<file path="config.mk">
export PLATFORM = sky130hd
export DESIGN_NAME = mlfq_cpu_scheduler_core
export DESIGN_NICKNAME = d
export VERILOG_FILES = /design/src/mlfq_pkg.sv /design/src/mlfq_queue.sv /design/src/mlfq_sched.sv /design/src/mlfq_cpu_scheduler_core.sv
export SDC_FILE = /design/constraint.sdc
export NUM_CORES = 1
export LEC_CHECK = 0
export BUFFER_PORTS_ARGS = -buffer_cell sky130_fd_sc_hd__buf_2
export CAP_MARGIN = 10
export CORE_MARGIN = 2
export CORE_UTILIZATION = 37
export CTS_BUF_LIST = sky130_fd_sc_hd__clkbuf_16
export DETAILED_ROUTE_END_ITERATION = 6
export HOLD_SLACK_MARGIN = 0.08
export MAX_ROUTING_LAYER = met4
export PLACE_DENSITY = 0.55
export SLEW_MARGIN = 20
export SYNTH_ARGS = -nofsm -noshare
export SYNTH_HDL_FRONTEND = slang
export SYNTH_SLANG_ARGS = --single-unit
</file>
<file path="constraint.sdc">
create_clock -name i_clk -period 8.75 [get_ports i_clk]
set_clock_uncertainty 0.2 [all_clocks]
set_input_delay 1.3125 -clock i_clk [delete_from_list [all_inputs] [get_ports i_clk]]
set_output_delay 1.3125 -clock i_clk [all_outputs]
set_load 0.02 [all_outputs]
</file>
<file path="src/mlfq_pkg.sv">
// Package for the multilevel feedback queue scheduler.
// Holds level codes, configuration register indexes, reset values and shared structs.
// No dependencies.
package mlfq_pkg;

    localparam int NUM_LEVELS = 3;
    localparam int JOB_ID_W   = 3;
    localparam int BURST_IN_W = 16;
    localparam int QUANTUM_W  = 8;

    typedef logic [1:0] t_level;
    localparam t_level LVL_TOP    = 2'd0;
    localparam t_level LVL_MID    = 2'd1;
    localparam t_level LVL_BOTTOM = 2'd2;

    typedef logic [1:0] t_cfg_index;
    localparam t_cfg_index CFG_QUANTUM_TOP = 2'd0;
    localparam t_cfg_index CFG_QUANTUM_MID = 2'd1;

    localparam logic ACT_TICK  = 1'b0;
    localparam logic ACT_READY = 1'b1;

    localparam logic [QUANTUM_W-1:0] QUANTUM_TOP_RST = 8'd6;
    localparam logic [QUANTUM_W-1:0] QUANTUM_MID_RST = 8'd11;

    typedef struct packed {
        logic [QUANTUM_W-1:0] top;
        logic [QUANTUM_W-1:0] mid;
    } t_quanta;

    typedef struct packed {
        logic push;
        logic pop;
    } t_q_ctrl;

    typedef struct packed {
        logic                busy;
        logic [JOB_ID_W-1:0] running_job;
        t_level              running_level;
        logic                done_valid;
        logic [JOB_ID_W-1:0] done_job;
        logic                demoted_valid;
        logic                rejected;
    } t_result;

endpackage

</file>
<file path="src/mlfq_queue.sv">
// One level queue of the scheduler: a shift FIFO whose head sits in entry 0.
// Entries carry a job id and its remaining burst. Uses mlfq_pkg.
module mlfq_queue
    import mlfq_pkg::*;
#(
    parameter int DEPTH   = 8,
    parameter int ENTRY_W = 19
) (
    input  logic               i_clk,
    input  logic               i_rst_n,
    input  t_q_ctrl            i_ctrl,
    input  logic [ENTRY_W-1:0] i_push_data,
    output logic [ENTRY_W-1:0] o_head,
    output logic               o_empty
);

    localparam int CNT_W = $clog2(DEPTH + 1);

    logic [CNT_W-1:0]   r_cnt;
    logic [CNT_W-1:0]   n_cnt;
    logic [CNT_W-1:0]   wr_pos;
    logic               do_push;
    logic [ENTRY_W-1:0] r_data [DEPTH];

    // a push into a full queue is dropped
    assign do_push = i_ctrl.push && (r_cnt != CNT_W'(DEPTH));
    assign wr_pos  = i_ctrl.pop ? (r_cnt - CNT_W'(1)) : r_cnt;
    assign o_head  = r_data[0];
    assign o_empty = (r_cnt == '0);

    always_comb begin
        n_cnt = r_cnt;
        if (do_push && !i_ctrl.pop) begin
            n_cnt = r_cnt + CNT_W'(1);
        end else if (!do_push && i_ctrl.pop) begin
            n_cnt = r_cnt - CNT_W'(1);
        end
    end

    always_ff @(posedge i_clk) begin
        if (!i_rst_n) begin
            r_cnt <= '0;
        end else begin
            r_cnt <= n_cnt;
        end
    end

    // advance entries toward the head on a pop, write the new tail on a push
    always_ff @(posedge i_clk) begin
        for (int i = 0; i < DEPTH; i++) begin
            if (do_push && (wr_pos == CNT_W'(i))) begin
                r_data[i] <= i_push_data;
            end else if (i_ctrl.pop && (i < DEPTH - 1)) begin
                r_data[i] <= r_data[(i + 1) % DEPTH];
            end
        end
    end

endmodule

</file>
<file path="src/mlfq_sched.sv">
// Scheduling step: pending flags, running job registers and the three level queues.
// Computes one result per executed item. Uses mlfq_pkg and mlfq_queue.
module mlfq_sched
    import mlfq_pkg::*;
#(
    parameter int MAX_JOBS   = 8,
    parameter int BURST_BITS = 16
) (
    input  logic                  i_clk,
    input  logic                  i_rst_n,
    input  logic                  i_exec,
    input  logic                  i_action,
    input  logic [JOB_ID_W-1:0]   i_job_id,
    input  logic [BURST_IN_W-1:0] i_burst_length,
    input  t_quanta               i_quanta,
    output t_result               o_result
);

    localparam int ID_W    = $clog2(MAX_JOBS);
    localparam int ENTRY_W = ID_W + BURST_BITS;

    logic                  r_run_valid, n_run_valid;
    logic [ID_W-1:0]       r_run_id, n_run_id;
    t_level                r_run_level, n_run_level;
    logic [BURST_BITS-1:0] r_run_burst, n_run_burst;
    logic [QUANTUM_W-1:0]  r_qused, n_qused;
    logic [MAX_JOBS-1:0]   r_pending, n_pending;

    t_q_ctrl            q_ctrl  [NUM_LEVELS];
    logic [ENTRY_W-1:0] q_head  [NUM_LEVELS];
    logic               q_empty [NUM_LEVELS];
    logic [ENTRY_W-1:0] push_data;

    logic                  is_ready;
    logic                  ready_big;
    logic [ID_W-1:0]       ready_id;
    logic [BURST_BITS-1:0] new_burst;
    logic                  rejected;
    logic                  sel_valid;
    t_level                sel_lvl;
    logic                  eff_valid;
    logic [ID_W-1:0]       eff_id;
    t_level                eff_level;
    logic [BURST_BITS-1:0] eff_burst;
    logic [BURST_BITS-1:0] burst_left;
    logic [QUANTUM_W-1:0]  eff_qused;
    logic [QUANTUM_W-1:0]  qused_inc;
    logic [QUANTUM_W-1:0]  quantum;
    logic                  done_v;
    logic                  demote_v;

    for (genvar l = 0; l < NUM_LEVELS; l++) begin : g_queue
        mlfq_queue #(
            .DEPTH   (MAX_JOBS),
            .ENTRY_W (ENTRY_W)
        ) u_queue (
            .i_clk       (i_clk),
            .i_rst_n     (i_rst_n),
            .i_ctrl      (q_ctrl[l]),
            .i_push_data (push_data),
            .o_head      (q_head[l]),
            .o_empty     (q_empty[l])
        );
    end

    always_comb begin
        is_ready  = (i_action == ACT_READY);
        ready_big = (32'(i_job_id) >= MAX_JOBS);
        ready_id  = ID_W'(i_job_id);
        new_burst = BURST_BITS'(i_burst_length);
        if (new_burst == '0) begin
            new_burst = BURST_BITS'(1);
        end
        rejected = is_ready && (ready_big || r_pending[ready_id]);

        // highest non-empty level wins
        sel_valid = 1'b0;
        sel_lvl   = LVL_TOP;
        for (int l = NUM_LEVELS - 1; l >= 0; l--) begin
            if (!q_empty[l]) begin
                sel_valid = 1'b1;
                sel_lvl   = t_level'(l);
            end
        end

        eff_valid = r_run_valid || sel_valid;
        eff_id    = r_run_valid ? r_run_id : q_head[sel_lvl][ENTRY_W-1:BURST_BITS];
        eff_level = r_run_valid ? r_run_level : sel_lvl;
        eff_burst = r_run_valid ? r_run_burst : q_head[sel_lvl][BURST_BITS-1:0];
        eff_qused = r_run_valid ? r_qused : '0;

        burst_left = eff_burst - BURST_BITS'(1);
        qused_inc  = (eff_qused == '1) ? eff_qused : (eff_qused + QUANTUM_W'(1));
        quantum    = (eff_level == LVL_TOP) ? i_quanta.top : i_quanta.mid;
        if (quantum == '0) begin
            quantum = QUANTUM_W'(1);
        end

        push_data = is_ready ? {ready_id, new_burst} : {eff_id, burst_left};

        n_run_valid = r_run_valid;
        n_run_id    = r_run_id;
        n_run_level = r_run_level;
        n_run_burst = r_run_burst;
        n_qused     = r_qused;
        n_pending   = r_pending;
        done_v      = 1'b0;
        demote_v    = 1'b0;
        for (int l = 0; l < NUM_LEVELS; l++) begin
            q_ctrl[l] = '0;
        end

        if (i_exec) begin
            if (is_ready) begin
                if (!rejected) begin
                    n_pending[ready_id]  = 1'b1;
                    q_ctrl[LVL_TOP].push = 1'b1;
                end
            end else begin
                if (!r_run_valid && sel_valid) begin
                    q_ctrl[sel_lvl].pop = 1'b1;
                end
                if (eff_valid) begin
                    n_run_id    = eff_id;
                    n_run_level = eff_level;
                    n_run_burst = burst_left;
                    if (burst_left == '0) begin
                        done_v            = 1'b1;
                        n_pending[eff_id] = 1'b0;
                        n_run_valid       = 1'b0;
                        n_qused           = '0;
                    end else if ((eff_level != LVL_BOTTOM) && (qused_inc >= quantum)) begin
                        // quantum used up: drop to the next lower level
                        demote_v    = 1'b1;
                        q_ctrl[t_level'(eff_level + 2'd1)].push = 1'b1;
                        n_run_valid = 1'b0;
                        n_qused     = '0;
                    end else begin
                        n_run_valid = 1'b1;
                        n_qused     = qused_inc;
                    end
                end
            end
        end

        o_result.busy          = n_run_valid;
        o_result.running_job   = n_run_valid ? JOB_ID_W'(n_run_id) : '0;
        o_result.running_level = n_run_valid ? n_run_level : LVL_TOP;
        o_result.done_valid    = done_v;
        o_result.done_job      = done_v ? JOB_ID_W'(eff_id) : '0;
        o_result.demoted_valid = demote_v;
        o_result.rejected      = rejected;
    end

    always_ff @(posedge i_clk) begin
        if (!i_rst_n) begin
            r_run_valid <= 1'b0;
            r_run_id    <= '0;
            r_run_level <= LVL_TOP;
            r_run_burst <= '0;
            r_qused     <= '0;
            r_pending   <= '0;
        end else begin
            r_run_valid <= n_run_valid;
            r_run_id    <= n_run_id;
            r_run_level <= n_run_level;
            r_run_burst <= n_run_burst;
            r_qused     <= n_qused;
            r_pending   <= n_pending;
        end
    end

endmodule

</file>
<file path="src/mlfq_cpu_scheduler_core.sv">
// Three-level feedback queue processor scheduler, top level.
// Path: an item passes the input register, then the result register, before its result
// is shown. Throughput: one item per cycle unless the result output stalls; the scheduling
// step is a single pass through mlfq_sched.
// Reset (synchronous, active low) empties all queues, clears pending flags and the running
// job, and loads quantum_top = 6 and quantum_mid = 11. Uses mlfq_pkg and mlfq_sched.
module mlfq_cpu_scheduler_core
    import mlfq_pkg::*;
#(
    parameter int MAX_JOBS   = 8,
    parameter int BURST_BITS = 16
) (
    input  logic                  i_clk,
    input  logic                  i_rst_n,
    // item input
    input  logic                  i_in_valid,
    output logic                  o_in_stall,
    input  logic                  i_action,
    input  logic [JOB_ID_W-1:0]   i_job_id,
    input  logic [BURST_IN_W-1:0] i_burst_length,
    // result output
    output logic                  o_out_valid,
    input  logic                  i_out_stall,
    output logic                  o_busy_res,
    output logic [JOB_ID_W-1:0]   o_running_job,
    output logic [1:0]            o_running_level,
    output logic                  o_done_valid,
    output logic [JOB_ID_W-1:0]   o_done_job,
    output logic                  o_demoted_valid,
    output logic                  o_rejected,
    // configuration writes
    input  logic                  i_cfg_valid,
    output logic                  o_cfg_ready,
    input  t_cfg_index            i_cfg_index,
    input  logic [QUANTUM_W-1:0]  i_cfg_data
);

    logic                  r_in_valid;
    logic                  r_in_action;
    logic [JOB_ID_W-1:0]   r_in_job_id;
    logic [BURST_IN_W-1:0] r_in_burst;
    logic                  r_out_valid;
    t_result               r_out;
    t_quanta               r_quanta;

    logic    out_free;
    logic    exec;
    logic    in_xfer;
    t_result step_result;

    assign out_free   = !r_out_valid || !i_out_stall;
    assign exec       = r_in_valid && out_free;
    assign o_in_stall = r_in_valid && !out_free;
    assign in_xfer    = i_in_valid && !o_in_stall;
    assign o_cfg_ready = 1'b1;

    mlfq_sched #(
        .MAX_JOBS   (MAX_JOBS),
        .BURST_BITS (BURST_BITS)
    ) u_sched (
        .i_clk          (i_clk),
        .i_rst_n        (i_rst_n),
        .i_exec         (exec),
        .i_action       (r_in_action),
        .i_job_id       (r_in_job_id),
        .i_burst_length (r_in_burst),
        .i_quanta       (r_quanta),
        .o_result       (step_result)
    );

    always_ff @(posedge i_clk) begin
        if (!i_rst_n) begin
            r_in_valid  <= 1'b0;
            r_out_valid <= 1'b0;
            r_quanta.top <= QUANTUM_TOP_RST;
            r_quanta.mid <= QUANTUM_MID_RST;
        end else begin
            if (in_xfer) begin
                r_in_valid <= 1'b1;
            end else if (exec) begin
                r_in_valid <= 1'b0;
            end
            if (exec) begin
                r_out_valid <= 1'b1;
            end else if (!i_out_stall) begin
                r_out_valid <= 1'b0;
            end
            if (i_cfg_valid) begin
                case (i_cfg_index)
                    CFG_QUANTUM_TOP: r_quanta.top <= i_cfg_data;
                    CFG_QUANTUM_MID: r_quanta.mid <= i_cfg_data;
                    default: ;
                endcase
            end
        end
    end

    // payload registers: hold while stalled
    always_ff @(posedge i_clk) begin
        if (in_xfer) begin
            r_in_action <= i_action;
            r_in_job_id <= i_job_id;
            r_in_burst  <= i_burst_length;
        end
        if (exec) begin
            r_out <= step_result;
        end
    end

    assign o_out_valid     = r_out_valid;
    assign o_busy_res      = r_out.busy;
    assign o_running_job   = r_out.running_job;
    assign o_running_level = r_out.running_level;
    assign o_done_valid    = r_out.done_valid;
    assign o_done_job      = r_out.done_job;
    assign o_demoted_valid = r_out.demoted_valid;
    assign o_rejected      = r_out.rejected;

endmodule
</file>
; Word-level counts from Yosys, hierarchy flattened
; Memory sizes are Yosys's and may differ from the RTL's.
; Cells that the tools add are included.
[op_classes]
addsub = 9
n_eq_ne = 29
magnitude_cmp = 9
bitwise = 28
muxes = 197
n_reduce_logical = 81
[ops]
columns = operator, count
row1 = 19-bit two-way mux, 27
row2 = 1-bit two-way mux, 119
row3 = 8-bit two-way mux, 10
row4 = 19-bit OR reduction, 3
row5 = 4-bit by 3-bit == test with 1-bit output (second input constant), 12
row6 = 1-bit logical AND, 43
row7 = 19-bit binary-select mux with 2-bit select, 1
row8 = 4-bit two-way mux, 9
row9 = 6-bit two-way mux, 6
row10 = 16-bit zero test, 2
row11 = 16-bit two-way mux, 2
row12 = 4-bit by 2-bit == test with 1-bit output (second input constant), 6
row13 = 4-bit zero test, 6
row14 = 3-bit two-way mux, 7
row15 = 1-bit OR, 21
row16 = 2-bit two-way mux, 8
row17 = 16-bit by 1-bit subtractor with 16-bit output (second input constant), 1
row18 = 4-bit by 1-bit adder with 4-bit output (second input constant), 3
row19 = 4-bit by 1-bit == test with 1-bit output (second input constant), 3
row20 = 4-bit != test (second input constant), 3
row21 = 2-bit nonzero test, 6
row22 = 4-bit by 1-bit subtractor with 4-bit output (second input constant), 3
row23 = 1-bit zero test, 11
row24 = 5-bit two-way mux, 2
row25 = 27 further kinds, 39
[totals]
n_memories = 3
mem_bits_rw = 456
word_cells = 379
output_inout_bits = 15
ff_bits = 100
[mem_list]
columns = memory, words, word_bits, rd, rd_ports_with_merged_regs, wr, line_no
row1 = u_sched.g_queue[0].u_queue.r_data, 8, 19, 8, 0, 7, mlfq_queue.sv:23  ; logic [ENTRY_W-1:0] r_data [DEPTH];
row2 = u_sched.g_queue[1].u_queue.r_data, 8, 19, 8, 0, 7, mlfq_queue.sv:23
row3 = u_sched.g_queue[2].u_queue.r_data, 8, 19, 8, 0, 7, mlfq_queue.sv:23

; Longest topological paths before layout
[depth]
ltp_word = 25
mapped_depth = 31
depth_no_buf = 25

; Modules after synthesis
; From an unflattened synthesis, not the netlist that was laid out.
[hier_totals]
hier_cells = 2009
area_unflattened_um2 = 27676.5
[by_module_without_submodules]
columns = mod, n_inst, cells_per_inst, area_each_um2
row1 = mlfq_queue (u_sched.g_queue[0].u_queue ...), 2, 378, 6977.9
row2 = mlfq_queue (u_sched.g_queue[2].u_queue), 1, 626, 8274.2
row3 = mlfq_sched, 1, 519, 3736.1
row4 = mlfq_cpu_scheduler_core, 1, 108, 1710.4

; Worst setup path after synthesis
; No wires, ideal clock.
[synth_timing]
kind = register to register
startpoint = register u_sched.r_run_valid
endpoint = memory u_sched.g_queue[2].u_queue.r_data[4][0] (netlist: u_sched.g_queue[2].u_queue.r_data[1][0]) (enable)
t_arrival_ps = 6705
required_time_ps = 8100
slack_ps = 1395
path_buffers = 6
stages_incl_launch_ff = 26
cell_sequence = dfxtp_1 > clkbuf_1 > buf_1 > clkbuf_1 > clkbuf_1 > clkbuf_1 > clkbuf_1 > nand2_1 > inv_1 > ha_1 > nand4_1 > nor2_1 > nand2_1 > xnor2_1 > inv_1 > ha_1 > nand2b_1 > a21o_1 > a21o_1 > a21o_1 > a21o_1 > a21oi_1 > o21ai_0 > and2_1 > nand4_1 > o41ai_1
[synth_rtl]
columns = item, line_no
row1 = start: declaration, mlfq_sched.sv:22  ; logic r_run_valid, n_run_valid;
row2 = start signal: assignment, mlfq_sched.sv:164  ; r_run_valid <= n_run_valid;
row3 = end: declaration, mlfq_queue.sv:23

==> impl_results.md <==
* Setup_tns at 0 ps
* DRC errors left at 0
* H-tree depth at 2
* Reg-to-Reg Start: u_sched.g_queue[0].u_queue.r_cnt[0]
* Cts repair resizes at 0
* Clk root buf: clkbuf_16
* Combinational share of power at 9.7%
* Post-synth top flop: edfxtp_1
* Final non-filler cell area at 0.02758 mm²
* Die footprint at 0.06808 mm²
* Worst setup SP type: flop
* Overall Global Routing Usage at 17.93%
* Syn Inst Count at 1787
* Pwr per Cell Area at 217.7 mW/mm²
* Source of the worst hold timing path: u_sched.r_run_burst[13]
* Row count at 94
* Core region area at 0.06551 mm²
* Final setup fails at 0
* Flops & latches, synth at 556
* Int Pwr at 0.004596 W
* Min-Delay Path Class: reg2reg
* Filler Cell Count at 6066
* Worst-path fanout max at 25
* CP Data Required Time at 8790 ps
* EDFF count, synth at 488
* First-pass GRT wire length at 89.43 mm
* Compound-gate portion of the synthesized area at 12.86%
* CTS tree: yes
* CTS Hold Bufs at 0
* Synth Area in Adders at 1.025%
* Layout area overhead at 12.91%
* DRT antenna net count at 0
* Final Hold Fails at 0
* Worst path max stage delay at 1050 ps
* DP Area at 0.02571 mm²
* Die W at 260.9 µm
* Clock transition at path regs at 60 ps
* Ys Warns at 0
* Max cap viols at 0
* Dpl hpwl at 39.00 mm
* Setup WS pre-CTS at 1691 ps
* Post-Synth XOR/XNOR Area at 0.9682%
* Tmin final at 7123 ps
* Simple-gate portion of the synthesized area at 7.689%
* Synth Cell Area at 0.02442 mm²
* CTS Buffer Depth at 3
* Sequential share of the synthesized area at 65.57%
* Worst Setup End Kind: flop
* Clock share of power at 39.9%
* Layout Nets at 1880
* Tcrit/Tclk final at 81.41%
* Overflow after GRT at 0
* Initial Utilization at 37.28%
* Setup Buffers After CTS at 0
* Wire per inst at 21.52 µm
* Via count of the first global-routing pass at 14570
* Initial antenna violation count at 2
* Synth cell types at 72
* Ant. Diodes at 0
* IO Pins at 50
* DR iter-0 viols at 1265
* Max Freq at 140.4 MHz
* CP max stage cell: o21ai_2
* Asr flop ratio synth at 0%
* Routed vias/inst at 5.330
* Reg2reg setup slack at 1630 ps
* Worst vdd rail ir drop at 0.1454 mV
* Combinational family with the most area after synthesis: compound AO/OA/AOI/OAI gates
* Switching share of power at 23.46%
* Largest net degree at the start of global routing at 89
* P_leak at 10.05 nW
* Register share of total power at 50.4%
* Later-pin clock latency in the skew report at 630 ps
* Setup ws final at 1627 ps
* Buffers on Ports at 48
* WHS at 258.4 ps
* Relative slew margins at 25.79%
* Mapped Avg Cell Area at 13.67 µm²
* Max-slew violations at 0
* R2R depth at 16
* Worst Path Arrival at 7160 ps
* Hold Path Cell Cnt at 2
* RSZ-0062 raised after global routing: no
* Die H at 260.9 µm
* Routability cong. at 0.9228
* Routed WL at 58.90 mm
* P_sw at 0.001409 W
* Vias at 14590
* Net count after synthesis at 1842
* CTS buffer count at 57
* Pre-antenna DRT Iters at 5
* Worst flop-to-flop path endpoint: u_sched.g_queue[2].u_queue.r_data[0][64]
* Worst Tran Pin Value at 1113 ps
* Multiplexer share of the synthesized area at 8.939%
* Sinks on Clock Net at 556
* Run status: completed
* Setup CP Type: reg2reg
* Hold EP: u_sched.r_run_burst[13]
* Worst-path cell chain: inv_1 > ha_1 > nor3b_4 > nand3_1 > nor2_1 > a311oi_1 > a21oi_1 > ha_1 > nand2_1 > nor2_1 > nand3_2 > o21ai_0 > a2111oi_4 > nand3_2 > nand4_1 > o21ai_2
* Fraction of layout cells with a size suffix above 1 at 18.37%
cell type report:
cell class	instances	area, µm²	area share (%)
flip-flops and latches	556	16020	58.08
multi-input cells	1069	7879	28.57
clock buffers	58	1451	5.263
well taps	864	1081	3.920
repair buffers	87	553.0	2.005
clock inverters	49	389.1	1.411
inverters	54	207.7	0.7531
power groups by stage:
| stage | sequential [W] | clock (W) | combinational (W) |
|---|---|---|---|
| final | 0.00302 | 0.00240 | 0.000583 |
| after global routing | 0.00303 | 0.00256 | 0.000640 |
| after CTS | 0.00302 | 0.00247 | 0.000588 |
| after detailed placement | 0.00308 | 0 | 0.000586 |
| after global placement | 0.00308 | 0 | 0.000573 |
| after floorplan | 0.00306 | 0 | 0.000413 |
cell usage in the layout (no fill, tap or decap), types with 16 or more instances in the layout:
cell / netlist / routed
mux2i_1: 46 / 46
edfxtp_1: 488 / 488
o21a_1: 190 / 190
a211oi_1: 16 / 16
a21o_1: 37 / 37
xor2_1: 16 / 16
dfxtp_1: 68 / 67
a21oi_1: 69 / 69
inv_1: 49 / 65
mux2_4: 63 / 63
nor3_1: 24 / 21
buf_4: 2 / 36
nor2_1: 135 / 133
mux2_2: 65 / 65
nand2_1: 143 / 143
o21ai_0: 32 / 26
ha_1: 20 / 20
clkbuf_16: 0 / 58
nand3_1: 27 / 27
buf_2: 15 / 48
flip-flops by register name, summed over array words and instances, names as in the netlist, 2 cells and up:
signal                          cells
r_quanta                           16
u_sched.g_queue.u_queue.r_data    456
o_done_job                          3
u_sched.r_run_id                    3
o_running_job                       3
u_sched.r_pending                   8
u_sched.r_run_level                 2
u_sched.r_qused                     8
u_sched.r_run_burst                16
o_running_level                     2
u_sched.g_queue.u_queue.r_cnt      12
r_in_burst                         16
r_in_job_id                         3
logic make-up after synthesis:
logic type | after synthesis
flops | 556
compound gates | 438
simple gates | 407
mux | 176
buf+inv | 162
xor+xnor | 27
fa+ha+maj | 20
other cells | 1
cells in the mapped netlist, types with 8 or more instances:
master	count	area share, %
edfxtp_1	488	60
o21a_1	190	5.8
nand2_1	143	2.2
nor2_1	135	2.1
clkbuf_1	73	1.1
a21oi_1	69	1.4
dfxtp_1	68	5.6
mux2_2	65	3.0
mux2_4	63	3.9
inv_1	49	0.75
mux2i_1	46	1.9
a21o_1	37	1.1
o21ai_0	32	0.66
nand3_1	27	0.55
nor3_1	24	0.49
ha_1	20	1.0
a211oi_1	16	0.49
xor2_1	16	0.57
buf_2	15	0.31
and3_1	13	0.33
nand4_1	13	0.33
buf_6	11	0.51
o41ai_1	11	0.39
xnor2_1	11	0.39
a31oi_1	10	0.26
a32oi_1	10	0.36
a311oi_1	8	0.29
nor4_1	8	0.20
per-layer routing:
layer | vias to the layer above | global-route usage, % | share of wire, %
met5 | - | - | 0
met3 | 78 | 2.333 | 4.2
met4 | 0 | 5.905 | 2.8
met2 | 336 | 29.10 | 48
li1 | 6797 | - | -
met1 | 7376 | 23.32 | 45
worst max-delay path by stage:
stage | start | to | slack (ps) | depth (start not counted)
global route | u_sched.g_queue[0].u_queue.r_cnt[0] | u_sched.g_queue[2].u_queue.r_data[0][60] | 1110 | 16
global placement | u_sched.g_queue[0].u_queue.r_cnt[0] | u_sched.g_queue[1].u_queue.r_data[1][25] | 1990 | 16
detailed placement | u_sched.g_queue[0].u_queue.r_cnt[0] | u_sched.g_queue[1].u_queue.r_data[1][34] | 1690 | 16
CTS | u_sched.g_queue[0].u_queue.r_cnt[0] | u_sched.g_queue[1].u_queue.r_data[1][29] | 1640 | 16
finish | u_sched.g_queue[0].u_queue.r_cnt[0] | u_sched.g_queue[2].u_queue.r_data[0][64] | 1630 | 16
floorplan | u_sched.r_run_valid | u_sched.g_queue[2].u_queue.r_data[1][0] | 1400 | 25
worst max-delay path, delay by kind of cell (launching register included):
kind	cells	cell delay [ps]
buffers and inverters	1	140
DFF	1	410
and+or+nand+nor	8	3320
AOI/OAI and AO/OA	5	2170
adders and majority gates	2	490
through the flow:
stage	utilization [%]	instances	total power, W
floorplan	-	1787	0.003477
global placement	39.25	2628	0.003653
detailed placement	39.25	2628	0.003666
CTS	42.06	2735	0.006078
global route	42.10	2737	0.006228
finish	42.10	2737	0.006005
Note: power is estimated with default switching activity, not from simulation.
